[config.mk]
export PLATFORM = sky130hd
export DESIGN_NAME = keypad_code_lock
export DESIGN_NICKNAME = d
export VERILOG_FILES = /design/src/kcl_pkg.sv /design/src/keypad_code_lock.sv /design/src/kcl_cfg.sv /design/src/kcl_ctrl.sv
export SDC_FILE = /design/constraint.sdc
export NUM_CORES = 1
export LEC_CHECK = 0
export BUFFER_PORTS_ARGS = -buffer_cell sky130_fd_sc_hd__buf_2
export CORE_ASPECT_RATIO = 1.1
export CORE_MARGIN = 8
export CORE_UTILIZATION = 30
export CTS_BUF_LIST = sky130_fd_sc_hd__clkbuf_2 sky130_fd_sc_hd__clkbuf_4 sky130_fd_sc_hd__clkbuf_8
export CTS_CLUSTER_DIAMETER = 120
export DETAILED_ROUTE_END_ITERATION = 10
export PLACE_DENSITY = 0.48
export REMOVE_ABC_BUFFERS = 1
export SLEW_MARGIN = 40
export SYNTH_ARGS = -nofsm -noshare
export SYNTH_HDL_FRONTEND = slang
export SYNTH_HIERARCHICAL = 1
export SYNTH_SLANG_ARGS = --single-unit
export TNS_END_PERCENT = 100
[constraint.sdc]
create_clock -name clk -period 4.39 [get_ports clk]
set_input_delay 0 -clock clk [delete_from_list [all_inputs] [get_ports clk]]
set_output_delay 0 -clock clk [all_outputs]
set_load 0.005 [all_outputs]
[src/kcl_pkg.sv]
`timescale 1ns / 1ps
`default_nettype none

package kcl_pkg;

  // default number of code digits
  localparam int CODE_DIGITS_DEF = 4;

  // register reset values
  localparam logic [15:0] PASSCODE_RST   = 16'h7890;
  localparam logic [15:0] OPEN_TICKS_RST = 16'd3000;
  localparam logic [15:0] ALARM_HALF_RST = 16'd200;
  localparam logic [3:0]  ALARM_PULS_RST = 4'd5;

  // input kinds
  localparam logic [1:0] KIND_KEY    = 2'd0;
  localparam logic [1:0] KIND_TICK   = 2'd1;
  localparam logic [1:0] KIND_REMOTE = 2'd2;

  // key codes
  localparam logic [3:0] KEY_DIGIT_MAX = 4'd9;
  localparam logic [3:0] KEY_STAR      = 4'd10;
  localparam logic [3:0] KEY_HASH      = 4'd11;

  typedef enum logic [2:0] {
    EV_NONE   = 3'd0,
    EV_GRANT  = 3'd1,
    EV_DENY   = 3'd2,
    EV_CLEAR  = 3'd3,
    EV_DIGIT  = 3'd4,
    EV_RELOCK = 3'd5
  } kcl_ev_t;

  typedef enum logic [1:0] {
    CFG_PASSCODE   = 2'd0,
    CFG_OPEN_TICKS = 2'd1,
    CFG_ALARM_HALF = 2'd2,
    CFG_ALARM_PULS = 2'd3
  } kcl_cfg_idx_t;

  typedef struct packed {
    logic [15:0] passcode;
    logic [15:0] open_ticks;
    logic [15:0] alarm_half_ticks;
    logic [3:0]  alarm_pulses;
  } kcl_cfg_t;

  typedef struct packed {
    logic [1:0] kind;
    logic [3:0] key_code;
    logic       remote_grant;
  } kcl_item_t;

  typedef struct packed {
    kcl_ev_t     event_res;
    logic        door_open;
    logic        alarm_on;
    logic [15:0] entered_code;
    logic [2:0]  entered_count;
  } kcl_res_t;

endpackage

`default_nettype wire

[src/keypad_code_lock.sv]
`timescale 1ns / 1ps
`default_nettype none

// keypad door code lock
// item channel (item_valid / item_stall): one event per transfer, a key press,
//   a millisecond tick or a remote grant/deny decision
// result channel (res_valid / res_stall): exactly one result per item, in order,
//   carrying the event code, the relay drives and, on a hash check, the entry
// config channel (cfg_valid / cfg_ready): cfg_index picks passcode, open_ticks,
//   alarm_half_ticks or alarm_pulses; cfg_ready is always high, write only
//   while the block is idle
// path: the item sits in the input register while the combinational state
//   update feeds the result register
// throughput: one item per cycle while item_stall is low, via the state update
// stall: the input register keeps taking an item while the output register
//   holds a stalled result; only when both are full is item_stall raised
// reset: entry cleared, door locked, alarm off, registers to their defaults,
//   both pipeline registers empty

module keypad_code_lock #(
  parameter int CODE_DIGITS = kcl_pkg::CODE_DIGITS_DEF
) (
  input  wire logic        clk,
  input  wire logic        rst,
  // item channel
  input  wire logic        item_valid,
  output logic             item_stall,
  input  wire logic [1:0]  kind,
  input  wire logic [3:0]  key_code,
  input  wire logic        remote_grant,
  // result channel
  output logic             res_valid,
  input  wire logic        res_stall,
  output logic [2:0]       event_res,
  output logic             door_open,
  output logic             alarm_on,
  output logic [15:0]      entered_code,
  output logic [2:0]       entered_count,
  // config channel
  input  wire logic        cfg_valid,
  output logic             cfg_ready,
  input  wire logic [1:0]  cfg_index,
  input  wire logic [15:0] cfg_data
);

  kcl_pkg::kcl_cfg_t  cfg;
  kcl_pkg::kcl_item_t item_q;
  kcl_pkg::kcl_res_t  res_comb;
  kcl_pkg::kcl_res_t  res_q;

  logic item_full;
  logic out_free;
  logic advance;

  // output register can take a result when empty or draining this cycle
  assign out_free   = !res_valid || !res_stall;
  assign advance    = item_full && out_free;
  assign item_stall = item_full && !out_free;
  assign cfg_ready  = 1'b1;

  kcl_cfg u_cfg (
    .clk      (clk),
    .rst      (rst),
    .wr_en    (cfg_valid && cfg_ready),
    .wr_index (cfg_index),
    .wr_data  (cfg_data),
    .cfg      (cfg)
  );

  // input register
  always_ff @(posedge clk) begin
    if (rst) begin
      item_full <= 1'b0;
    end else if (!item_stall) begin
      item_full <= item_valid;
    end
  end

  always_ff @(posedge clk) begin
    if (item_valid && !item_stall) begin
      item_q.kind         <= kind;
      item_q.key_code     <= key_code;
      item_q.remote_grant <= remote_grant;
    end
  end

  // lock state and its combinational update
  kcl_ctrl #(
    .CODE_DIGITS (CODE_DIGITS)
  ) u_ctrl (
    .clk     (clk),
    .rst     (rst),
    .step_en (advance),
    .item    (item_q),
    .cfg     (cfg),
    .res     (res_comb)
  );

  // result register
  always_ff @(posedge clk) begin
    if (rst) begin
      res_valid <= 1'b0;
    end else if (out_free) begin
      res_valid <= advance;
    end
  end

  always_ff @(posedge clk) begin
    if (advance) begin
      res_q <= res_comb;
    end
  end

  assign event_res     = res_q.event_res;
  assign door_open     = res_q.door_open;
  assign alarm_on      = res_q.alarm_on;
  assign entered_code  = res_q.entered_code;
  assign entered_count = res_q.entered_count;

endmodule

`default_nettype wire

[src/kcl_cfg.sv]
`timescale 1ns / 1ps
`default_nettype none

module kcl_cfg (
  input  wire logic              clk,
  input  wire logic              rst,
  input  wire logic              wr_en,
  input  wire logic [1:0]        wr_index,
  input  wire logic [15:0]       wr_data,
  output kcl_pkg::kcl_cfg_t      cfg
);

  always_ff @(posedge clk) begin
    if (rst) begin
      cfg.passcode         <= kcl_pkg::PASSCODE_RST;
      cfg.open_ticks       <= kcl_pkg::OPEN_TICKS_RST;
      cfg.alarm_half_ticks <= kcl_pkg::ALARM_HALF_RST;
      cfg.alarm_pulses     <= kcl_pkg::ALARM_PULS_RST;
    end else if (wr_en) begin
      case (kcl_pkg::kcl_cfg_idx_t'(wr_index))
        kcl_pkg::CFG_PASSCODE:   cfg.passcode         <= wr_data;
        kcl_pkg::CFG_OPEN_TICKS: cfg.open_ticks       <= wr_data;
        kcl_pkg::CFG_ALARM_HALF: cfg.alarm_half_ticks <= wr_data;
        kcl_pkg::CFG_ALARM_PULS: cfg.alarm_pulses     <= wr_data[3:0];
        default: ;
      endcase
    end
  end

endmodule

`default_nettype wire

[src/kcl_ctrl.sv]
`timescale 1ns / 1ps
`default_nettype none

module kcl_ctrl #(
  parameter int CODE_DIGITS = kcl_pkg::CODE_DIGITS_DEF
) (
  input  wire logic              clk,
  input  wire logic              rst,
  input  wire logic              step_en,
  input  kcl_pkg::kcl_item_t     item,
  input  kcl_pkg::kcl_cfg_t      cfg,
  output kcl_pkg::kcl_res_t      res
);

  localparam int DW = CODE_DIGITS * 4;
  localparam int EW = (DW > 16) ? DW : 16;
  localparam int CW = $clog2(CODE_DIGITS + 2);
  localparam int XW = (CW > 3) ? CW : 3;

  logic [DW-1:0] entry_digits, entry_digits_next;
  logic [CW-1:0] entry_count, entry_count_next;
  logic [15:0]   relock_countdown, relock_countdown_next;
  logic          door_unlocked, door_unlocked_next;
  logic [4:0]    alarm_phases_left, alarm_phases_left_next;
  logic [15:0]   alarm_phase_timer, alarm_phase_timer_next;

  logic [EW-1:0] entry_ext;
  logic [XW-1:0] count_ext;
  logic          code_match;
  logic          alarm_active;

  assign entry_ext    = EW'(entry_digits);
  assign count_ext    = XW'(entry_count);
  assign alarm_active = (alarm_phases_left != 5'd0);
  assign code_match   = (entry_count == CW'(CODE_DIGITS)) &&
                        (entry_ext == EW'(cfg.passcode));

  always_comb begin
    entry_digits_next      = entry_digits;
    entry_count_next       = entry_count;
    relock_countdown_next  = relock_countdown;
    door_unlocked_next     = door_unlocked;
    alarm_phases_left_next = alarm_phases_left;
    alarm_phase_timer_next = alarm_phase_timer;
    res.event_res          = kcl_pkg::EV_NONE;
    res.entered_code       = 16'd0;
    res.entered_count      = 3'd0;

    case (item.kind)
      kcl_pkg::KIND_KEY: begin
        if (!alarm_active) begin
          if (item.key_code <= kcl_pkg::KEY_DIGIT_MAX) begin
            entry_digits_next = (entry_digits << 4) | DW'(item.key_code);
            if (entry_count != CW'(CODE_DIGITS + 1)) begin
              entry_count_next = entry_count + CW'(1);
            end
            res.event_res = kcl_pkg::EV_DIGIT;
          end else if (item.key_code == kcl_pkg::KEY_STAR) begin
            entry_digits_next = '0;
            entry_count_next  = '0;
            res.event_res     = kcl_pkg::EV_CLEAR;
          end else if (item.key_code == kcl_pkg::KEY_HASH) begin
            res.entered_code  = entry_ext[15:0];
            res.entered_count = (count_ext > XW'(7)) ? 3'd7 : count_ext[2:0];
            if (code_match) begin
              door_unlocked_next    = 1'b1;
              relock_countdown_next = cfg.open_ticks;
              res.event_res         = kcl_pkg::EV_GRANT;
            end else begin
              alarm_phases_left_next = {cfg.alarm_pulses, 1'b0};
              alarm_phase_timer_next = cfg.alarm_half_ticks;
              res.event_res          = kcl_pkg::EV_DENY;
            end
            entry_digits_next = '0;
            entry_count_next  = '0;
          end
        end
      end
      kcl_pkg::KIND_TICK: begin
        if (door_unlocked) begin
          if (relock_countdown <= 16'd1) begin
            relock_countdown_next = 16'd0;
            door_unlocked_next    = 1'b0;
            res.event_res         = kcl_pkg::EV_RELOCK;
          end else begin
            relock_countdown_next = relock_countdown - 16'd1;
          end
        end
        if (alarm_active) begin
          if (alarm_phase_timer <= 16'd1) begin
            alarm_phases_left_next = alarm_phases_left - 5'd1;
            alarm_phase_timer_next = cfg.alarm_half_ticks;
          end else begin
            alarm_phase_timer_next = alarm_phase_timer - 16'd1;
          end
        end
      end
      kcl_pkg::KIND_REMOTE: begin
        if (item.remote_grant) begin
          door_unlocked_next    = 1'b1;
          relock_countdown_next = cfg.open_ticks;
          res.event_res         = kcl_pkg::EV_GRANT;
        end else begin
          alarm_phases_left_next = {cfg.alarm_pulses, 1'b0};
          alarm_phase_timer_next = cfg.alarm_half_ticks;
          res.event_res          = kcl_pkg::EV_DENY;
        end
      end
      default: ;
    endcase

    // relay drives follow the state after this step
    res.door_open = door_unlocked_next;
    res.alarm_on  = (alarm_phases_left_next != 5'd0) && !alarm_phases_left_next[0];
  end

  always_ff @(posedge clk) begin
    if (rst) begin
      entry_digits      <= '0;
      entry_count       <= '0;
      relock_countdown  <= 16'd0;
      door_unlocked     <= 1'b0;
      alarm_phases_left <= 5'd0;
      alarm_phase_timer <= 16'd0;
    end else if (step_en) begin
      entry_digits      <= entry_digits_next;
      entry_count       <= entry_count_next;
      relock_countdown  <= relock_countdown_next;
      door_unlocked     <= door_unlocked_next;
      alarm_phases_left <= alarm_phases_left_next;
      alarm_phase_timer <= alarm_phase_timer_next;
    end
  end

endmodule

`default_nettype wire

==> flow_summary.yaml, run 1 <==
synthesis:
  synth.ff_latch_count: 142
  synth-seq-area-share_pct: 44.5
  synth_top_area_share_pct: 31.4
  yosys_warnings: 6
  synth_cell_type_count: 67
  synth_edf_count: 31
  syn_area_per_cell_sq_um: 8.95
  synthCells: 791
  synth_ff_type: "dfxtp_1"
  synth_most_common_cell: "dfxtp_1"
  post-synth-top-area-cell: "dfxtp_1"
  synth_common_cells: "dfxtp_1 (111), nor2_1 (96), a21oi_1 (61)"
  async_flop_share_pct: 0
  synth_area_leaders: "dfxtp_1 (31%), edfxtp_1 (13%), mux2i_1 (7.8%), nor2_1 (5.1%), nand2b_1 (4.9%)"
  netlist_area_sq_um: 7080
cells_and_area:
  regArea_sq_um: 3150
  drive_above_1_share_pct: 15.1
  nFillCells: 2376
  nNetsFinal: 889
  finalInstanceArea_sq_um: 8250
  final_cells: 1168
  synthToLayoutAreaGrowth_pct: 16.6
  multi_input_area_sq_um: 3670
  insertedDiodeCount: 0
global_route:
  grt_util_met1_pct: 17.6
  grt.busiest_layer: "met2"
  grt_pass1_wl_um: 30700
  use_met3_pct: 2.98
  grt_usage_pct: 13.4
  antenna_found_initial: 0
  grtUsageMet2_pct: 21.1
  grt-ovfl-total: 0
  grt_pass1_vias: 5614
  grt_max_degree: 56
placement:
  io_buffers: 55
  place_area_sq_um: 7630
  dpl.cell_count: 1111
  post-place-ws_ps: 1470
  dpl.hpwl_um: 13200
  gp_congestion: 0.824
clocking:
  cts_tree: "done"
  cts.sinks: 142
  clkTransAtPathRegs_ps: 90
  htreeDepth: 4
  root_buffer: "clkbuf_8"
  clk_latency_ps: 460
  cts_buffers: 17
  cts_buffer_depth: 2
setup_path:
  crit_end: "u_ctrl/alarm_phase_timer[14]"
  r2r-start: "u_ctrl/entry_digits[4]"
  crit_type: "reg2reg"
  setup.worst_path.start_class: "flop"
  cp.arrival_ps: 3250
  r2r_cells: 9
  r2r_end: "u_ctrl/alarm_phase_timer[14]"
  cp_max_fo: 29
  required_ps: 4710
  critPathLaunch: "u_ctrl/entry_digits[4]"
  crit_path_end_kind: "flop"
  regToRegSetupSlack_ps: 1470
floorplanning:
  coreArea_sq_um: 23400
  start_util_pct: 30.3
  fp-row-count: 59
  die_y_um: 177
  ios: 57
  die_area_sq_um: 28800
  die_x_um: 162
timing:
  whs_ps: 35.5
  final.setup_skew_ps: 20.1
  setup_viol: 0
  layout_setup_ws_ps: 1470
  slew_violations: 0
  layout_min_cycle_time_ps: 2920
  clock.fmax_mhz: 342
  hold_viol: 0
  slew_headroom_pct: 48.0
  rsz0062_at_grt: "false"
  tightest_slew_ps: 772
  fin_crit_sh_pct: 66.6
routing:
  wl_per_cell_um: 16.4
  viasPerCell: 4.96
  first_iter_violations: 365
  first_pass_iters: 5
  wl_um: 19200
  final_antenna_net_count: 0
  vias: 5794
  drc_errors: 0
power:
  total_leakage_power_nw: 3.17
  power_density_nw_per_um2: 339
  max-vdd-ir-drop_mv: 0.159
worst_hold_path:
  hp-class: "in2reg"
run_status:
  status: "finished, final reports clean"
flow_run:
  drv_cap: 0
[metal layers]
| metal | vias to the layer above | wire, um |
|---|---|---|
| met4 | 0 | 459 |
| met5 | - | 0 |
| met1 | 2721 | 9260 |
| met2 | 138 | 8670 |
| met3 | 27 | 778 |
| li1 | 2908 | - |
[layout make-up]
type,count,share of cell area (%)
clock buffer,17,2.83
clock inverter,15,1.65
inverter,20,0.910
multi-input combinational,579,44.4
sequential,142,38.2
tap,305,4.62
timing repair buffer,90,7.35
[worst min path at each step]
stage | from | to | slack, ps | depth (start not counted)
2_1_floorplan | rst | item_full | 60 | 1
3_3_place_gp | remote_grant | item_q[0] | 180 | 1
3_5_place_dp | kind[1] | item_q[6] | 180 | 1
4_1_cts | rst | res_valid | 10 | 2
5_1_grt | cfg_data[1] | u_cfg/cfg[5] | 10 | 3
6_report | rst | u_ctrl/alarm_phases_left[2] | 40 | 2
[sequential cells by signal, summed over array words and instances (netlist names), 3 cells and up]
signal                    cells
entered_code                 16
u_ctrl/count_ext              3
u_ctrl/entry_digits          16
u_ctrl/alarm_phase_timer     16
u_ctrl/relock_countdown      16
event_res                     3
entered_count                 3
u_cfg/cfg                    52
u_ctrl/alarm_phases_left      5
item_q                        7
[report_power, final]
part | switching, mW | internal (mW)
logic | 0.222 | 0.151
registers | 0.0370 | 1.37
clock network | 0.557 | 0.455
[cells by family after synthesis]
kind of cell               after synthesis  share of synthesized area (%)
AOI/OAI and AO/OA                      160                           14.2
xor gates and xnor gates                20                           2.47
adders and majority gates                9                           1.59
buffers and inverters                   70                           4.19
DFF                                    142                           44.5
muxes                                   58                           8.31
other                                    1                         0.0530
and+or+nand+nor                        331                           24.7
[per-stage QoR]
step	power, mW	setup TNS, ps	utilization, %
global route	2.93	0	35.3
global placement	1.80	0	32.5
floorplan	1.66	-18910	-
detailed placement	1.80	0	32.6
finish	2.80	0	35.3
CTS	2.83	0	35.3
[timing repair]
action / in CTS / in global routing
hold buffers: 25 / 0
gates resized for setup: 0 / 0
buffers inserted: 0 / 0
hold endpoints to repair: 58 / 0
[worst max-delay path, cell delays in order, from the launching register on]
cell      delay [ps]
dfxtp_1          360
xor2_1           170
nor4_1           410
nand3_1          230
nor2_1           630
o31ai_1          170
o221ai_2         190
buf_4            320
or2_2            220
o32ai_1           80
[layout by cell type, fill, tap and decap left out, drive strengths merged, types with 4 or more instances in the layout]
cell type,Yosys,routed
dfxtp,111,111
nor2,96,96
buf,18,65
a21oi,63,63
nand2b,55,55
mux2i,55,55
nand2,46,46
o21ai,37,37
edfxtp,31,31
nor3,29,29
nand3,27,27
dlygate4sd3,0,25
inv,20,25
and2,18,18
clkbuf,32,17
xor2,17,17
or2,12,12
nor4,12,12
a211oi,10,10
ha,9,9
a22oi,7,7
clkinv,0,7
a31oi,6,6
o31ai,6,6
o32ai,6,6
or3,6,6
nand3b,4,4
and3,4,4
nand4,4,4
a221oi,4,4
(Power assumes the default switching activity.)
==> inputs of run 2 (changes only) <==
--- a/config.mk
+++ b/config.mk
@@ -5,6 +5,7 @@
 export SDC_FILE = /design/constraint.sdc
 export NUM_CORES = 1
 export LEC_CHECK = 0
+export ABC_AREA = 1
 export BUFFER_PORTS_ARGS = -buffer_cell sky130_fd_sc_hd__buf_2
 export CORE_ASPECT_RATIO = 1.1
 export CORE_MARGIN = 8
@@ -12,7 +13,7 @@
 export CTS_BUF_LIST = sky130_fd_sc_hd__clkbuf_2 sky130_fd_sc_hd__clkbuf_4 sky130_fd_sc_hd__clkbuf_8
 export CTS_CLUSTER_DIAMETER = 120
 export DETAILED_ROUTE_END_ITERATION = 10
-export PLACE_DENSITY = 0.48
+export PLACE_DENSITY = 0.49
 export REMOVE_ABC_BUFFERS = 1
 export SLEW_MARGIN = 40
 export SYNTH_ARGS = -nofsm -noshare
==> constraint.sdc (replaced) <==
create_clock -name clk -period 2.5 [get_ports clk]
set_input_delay 0 -clock clk [delete_from_list [all_inputs] [get_ports clk]]
set_output_delay 0 -clock clk [all_outputs]
set_load 0.005 [all_outputs]
==> run 2 against run 1 <==
Effect of this change: die area grew 1.8%; critical path depth is 2 higher; sequential share of layout area is 0.93 points lower; cell count increased by 20%; largest power group unchanged; highest routed layer unchanged.
==> flow_summary.yaml, run 2 <==
floorplanning:
  start_util_pct: 30.6
  die_y_um: 179
  die_area_sq_um: 29300
  coreArea_sq_um: 23600
  die_x_um: 164
  ios: 57
  fp-row-count: 59
power:
  comb_power_share_pct: 17.7
  total_leakage_power_nw: 3.87
  max-vdd-ir-drop_mv: 0.294
  p_int_mw: 3.68
  power.switching_mw: 1.57
  finalPower_mw: 5.25
  p_seq_share_pct: 48.2
  swShare_pct: 29.9
  power_density_nw_per_um2: 620
  clkPwrFrac_pct: 34.1
timing:
  layout_min_cycle_time_ps: 2250
  slew_headroom_pct: 48.0
  layout_setup_ws_ps: 254
  rsz0062_at_grt: "false"
  hold_viol: 0
  clock.fmax_mhz: 445
  final.setup_skew_ps: 16.6
  whs_ps: 276
  tightest_slew_ps: 775
  slew_violations: 0
  fin_crit_sh_pct: 89.8
  setup_viol: 0
synthesis:
  synth_top_area_share_pct: 30.8
  netlist_area_sq_um: 7220
  synth_ff_type: "dfxtp_1"
  synth_edf_count: 31
  syn_area_per_cell_sq_um: 7.13
  synthCells: 1013
  synth_area_leaders: "dfxtp_1 (31%), edfxtp_1 (13%), nand2_1 (11%), nor2_1 (7.0%), inv_1 (6.7%)"
  synth-seq-area-share_pct: 43.7
  async_flop_share_pct: 0
  synth.ff_latch_count: 142
  synth_most_common_cell: "nand2_1"
  post-synth-top-area-cell: "dfxtp_1"
  yosys_warnings: 6
  synth_common_cells: "nand2_1 (219), nor2_1 (134), inv_1 (129)"
  synth_cell_type_count: 41
cells_and_area:
  mostFrequentLayoutCell: "nand2_1"
  synthToLayoutAreaGrowth_pct: 17.2
  nNetsFinal: 1128
  largest_register: "u_cfg/cfg"
  drive_above_1_share_pct: 13.0
  nFillCells: 2594
  multi_input_area_sq_um: 3310
  regArea_sq_um: 3150
  insertedDiodeCount: 0
  final_cell_mix: "nand2_1 (219), nor2_1 (134), inv_1 (128)"
  largest_reg_flops: 52
placement:
  gp_congestion: 0.850
  io_buffers: 55
  dpl.hpwl_um: 14100
  post-place-ws_ps: 294
routing:
  wl_per_cell_um: 14.3
  first_pass_iters: 6
  wl_um: 20100
  drc_errors: 0
  vias: 6534
  final_antenna_net_count: 0
  first_iter_violations: 337
  viasPerCell: 4.64
clocking:
  root_buffer: "clkbuf_8"
  cts_tree: "done"
  postCtsSetupBuffers: 0
  clkTransAtPathRegs_ps: 90
  htreeDepth: 4
  cts.sinks: 142
  hold_buffers: 30
  postCtsResizedCells: 0
  cts_buffers: 17
  clk_latency_ps: 450
  cts_buffer_depth: 2
setup_path:
  cp.arrival_ps: 2620
  slowest_stage: "dfxtp_1"
  required_ps: 2880
  worst-path-buf-inv: 2
  crit_type: "reg2reg"
  setup.worst_path.start_class: "flop"
  crit_chain: "inv_1 -> ha_1 -> nand4_2 -> o21ai_1 -> nand2_1 -> nor4_1 -> nand2_1 -> buf_4 -> a21oi_1 -> o21ai_0 -> a21oi_1"
  slowest_delay_ps: 330
  path_delay_family: "simple AND/OR/NAND/NOR gates"
  crit_path_end_kind: "flop"
  r2r_cells: 11
  regToRegSetupSlack_ps: 250
  cp_max_fo: 21
  r2r-start: "u_ctrl/alarm_phases_left[1]"
  r2r_end: "u_ctrl/relock_countdown[12]"
flow_run:
  drv_cap: 0
global_route:
  grt_max_degree: 37
  grt_pass1_wl_um: 32500
  grt-ovfl-total: 0
  antenna_found_initial: 0
  grt_usage_pct: 14.0
  grt_pass1_vias: 6081
worst_hold_path:
  hp-class: "in2reg"
  min_path_cells: 2
  worstHoldEndpoint: "item_q[5]"
  min-delay-start: "kind[0]"
run_status:
  status: "finished, final reports clean"
run 2: cell count changes after synthesis, moves of 21 or more:
cell,delta
nand2_1,+173
mux2i_1,-54
a21oi_1,+21
nand2b_1,-55
nor2_1,+38
nand3_1,+32
inv_1,+109
run 2: worst max-delay path by stage:
stage | start | to | slack [ps] | cells after the start
after floorplan | item_full | u_ctrl/count_ext[1] | -990 | 10
after global placement | u_ctrl/alarm_phases_left[1] | u_ctrl/relock_countdown[12] | 340 | 11
after detailed placement | u_ctrl/alarm_phases_left[1] | u_ctrl/relock_countdown[12] | 290 | 11
after CTS | u_ctrl/alarm_phases_left[1] | u_ctrl/relock_countdown[12] | 250 | 11
after global routing | u_ctrl/count_ext[0] | alarm_on | 20 | 13
final | u_ctrl/alarm_phases_left[1] | u_ctrl/relock_countdown[12] | 250 | 11
run 2: through the flow:
step / cell area, sq um / std cells / setup TNS [ps] / util, %
finish: 8460 / 1407 / 0 / 35.8
global route: 8460 / 1407 / 0 / 35.8
detailed placement: 7790 / 1345 / 0 / 33.0
floorplan: 7010 / 969 / -38920 / -
CTS: 8460 / 1407 / 0 / 35.8
global placement: 7790 / 1345 / 0 / 33.0
run 2: kinds of logic after synthesis:
logic type               count (synthesis)  share of synthesized area, %
AO/OA/AOI/OAI                          181                          13.7
adder cells (fa/ha/maj)                  9                          1.56
buffers and inverters                  189                          10.5
multiplexers                             1                         0.139
flip-flops                             142                          43.7
XOR/XNOR                                20                          2.43
other                                    1                        0.0519
AND/OR/NAND/NOR                        470                          27.9
run 2: power groups by stage:
stage / sequential, mW / combinational (mW) / clock [mW]
CTS: 2.53 / 0.927 / 1.85
floorplan: 2.56 / 0.602 / 0
detailed placement: 2.58 / 0.884 / 0
global route: 2.55 / 1.06 / 1.94
finish: 2.53 / 0.926 / 1.79
global placement: 2.58 / 0.889 / 0
run 2: per-layer routing:
layer / global-route usage, % / up-vias / routed length, um
li1: - / 3405 / -
met1: 19.1 / 3003 / 10100
met2: 22.1 / 117 / 8930
met3: 2.80 / 9 / 911
met4: 4.21 / 0 / 183
met5: 0 / - / 0
run 2: worst register-to-register path, delay by kind of cell, from the launching register on:
kind	cells	cell delay, ps
AOI/OAI and AO/OA	4	540
adders and majority gates	1	260
buffers and inverters	2	380
DFF	1	330
and+or+nand+nor	4	680
run 2: area by class of cell:
cell class / instances / area share (%)
Clock buffer: 25 / 3.62
Clock inverter: 7 / 0.769
Tap cell: 305 / 4.51
Sequential cell: 142 / 37.3
Inverter: 145 / 6.43
Timing Repair Buffer: 101 / 8.22
Multi-Input combinational cell: 682 / 39.2
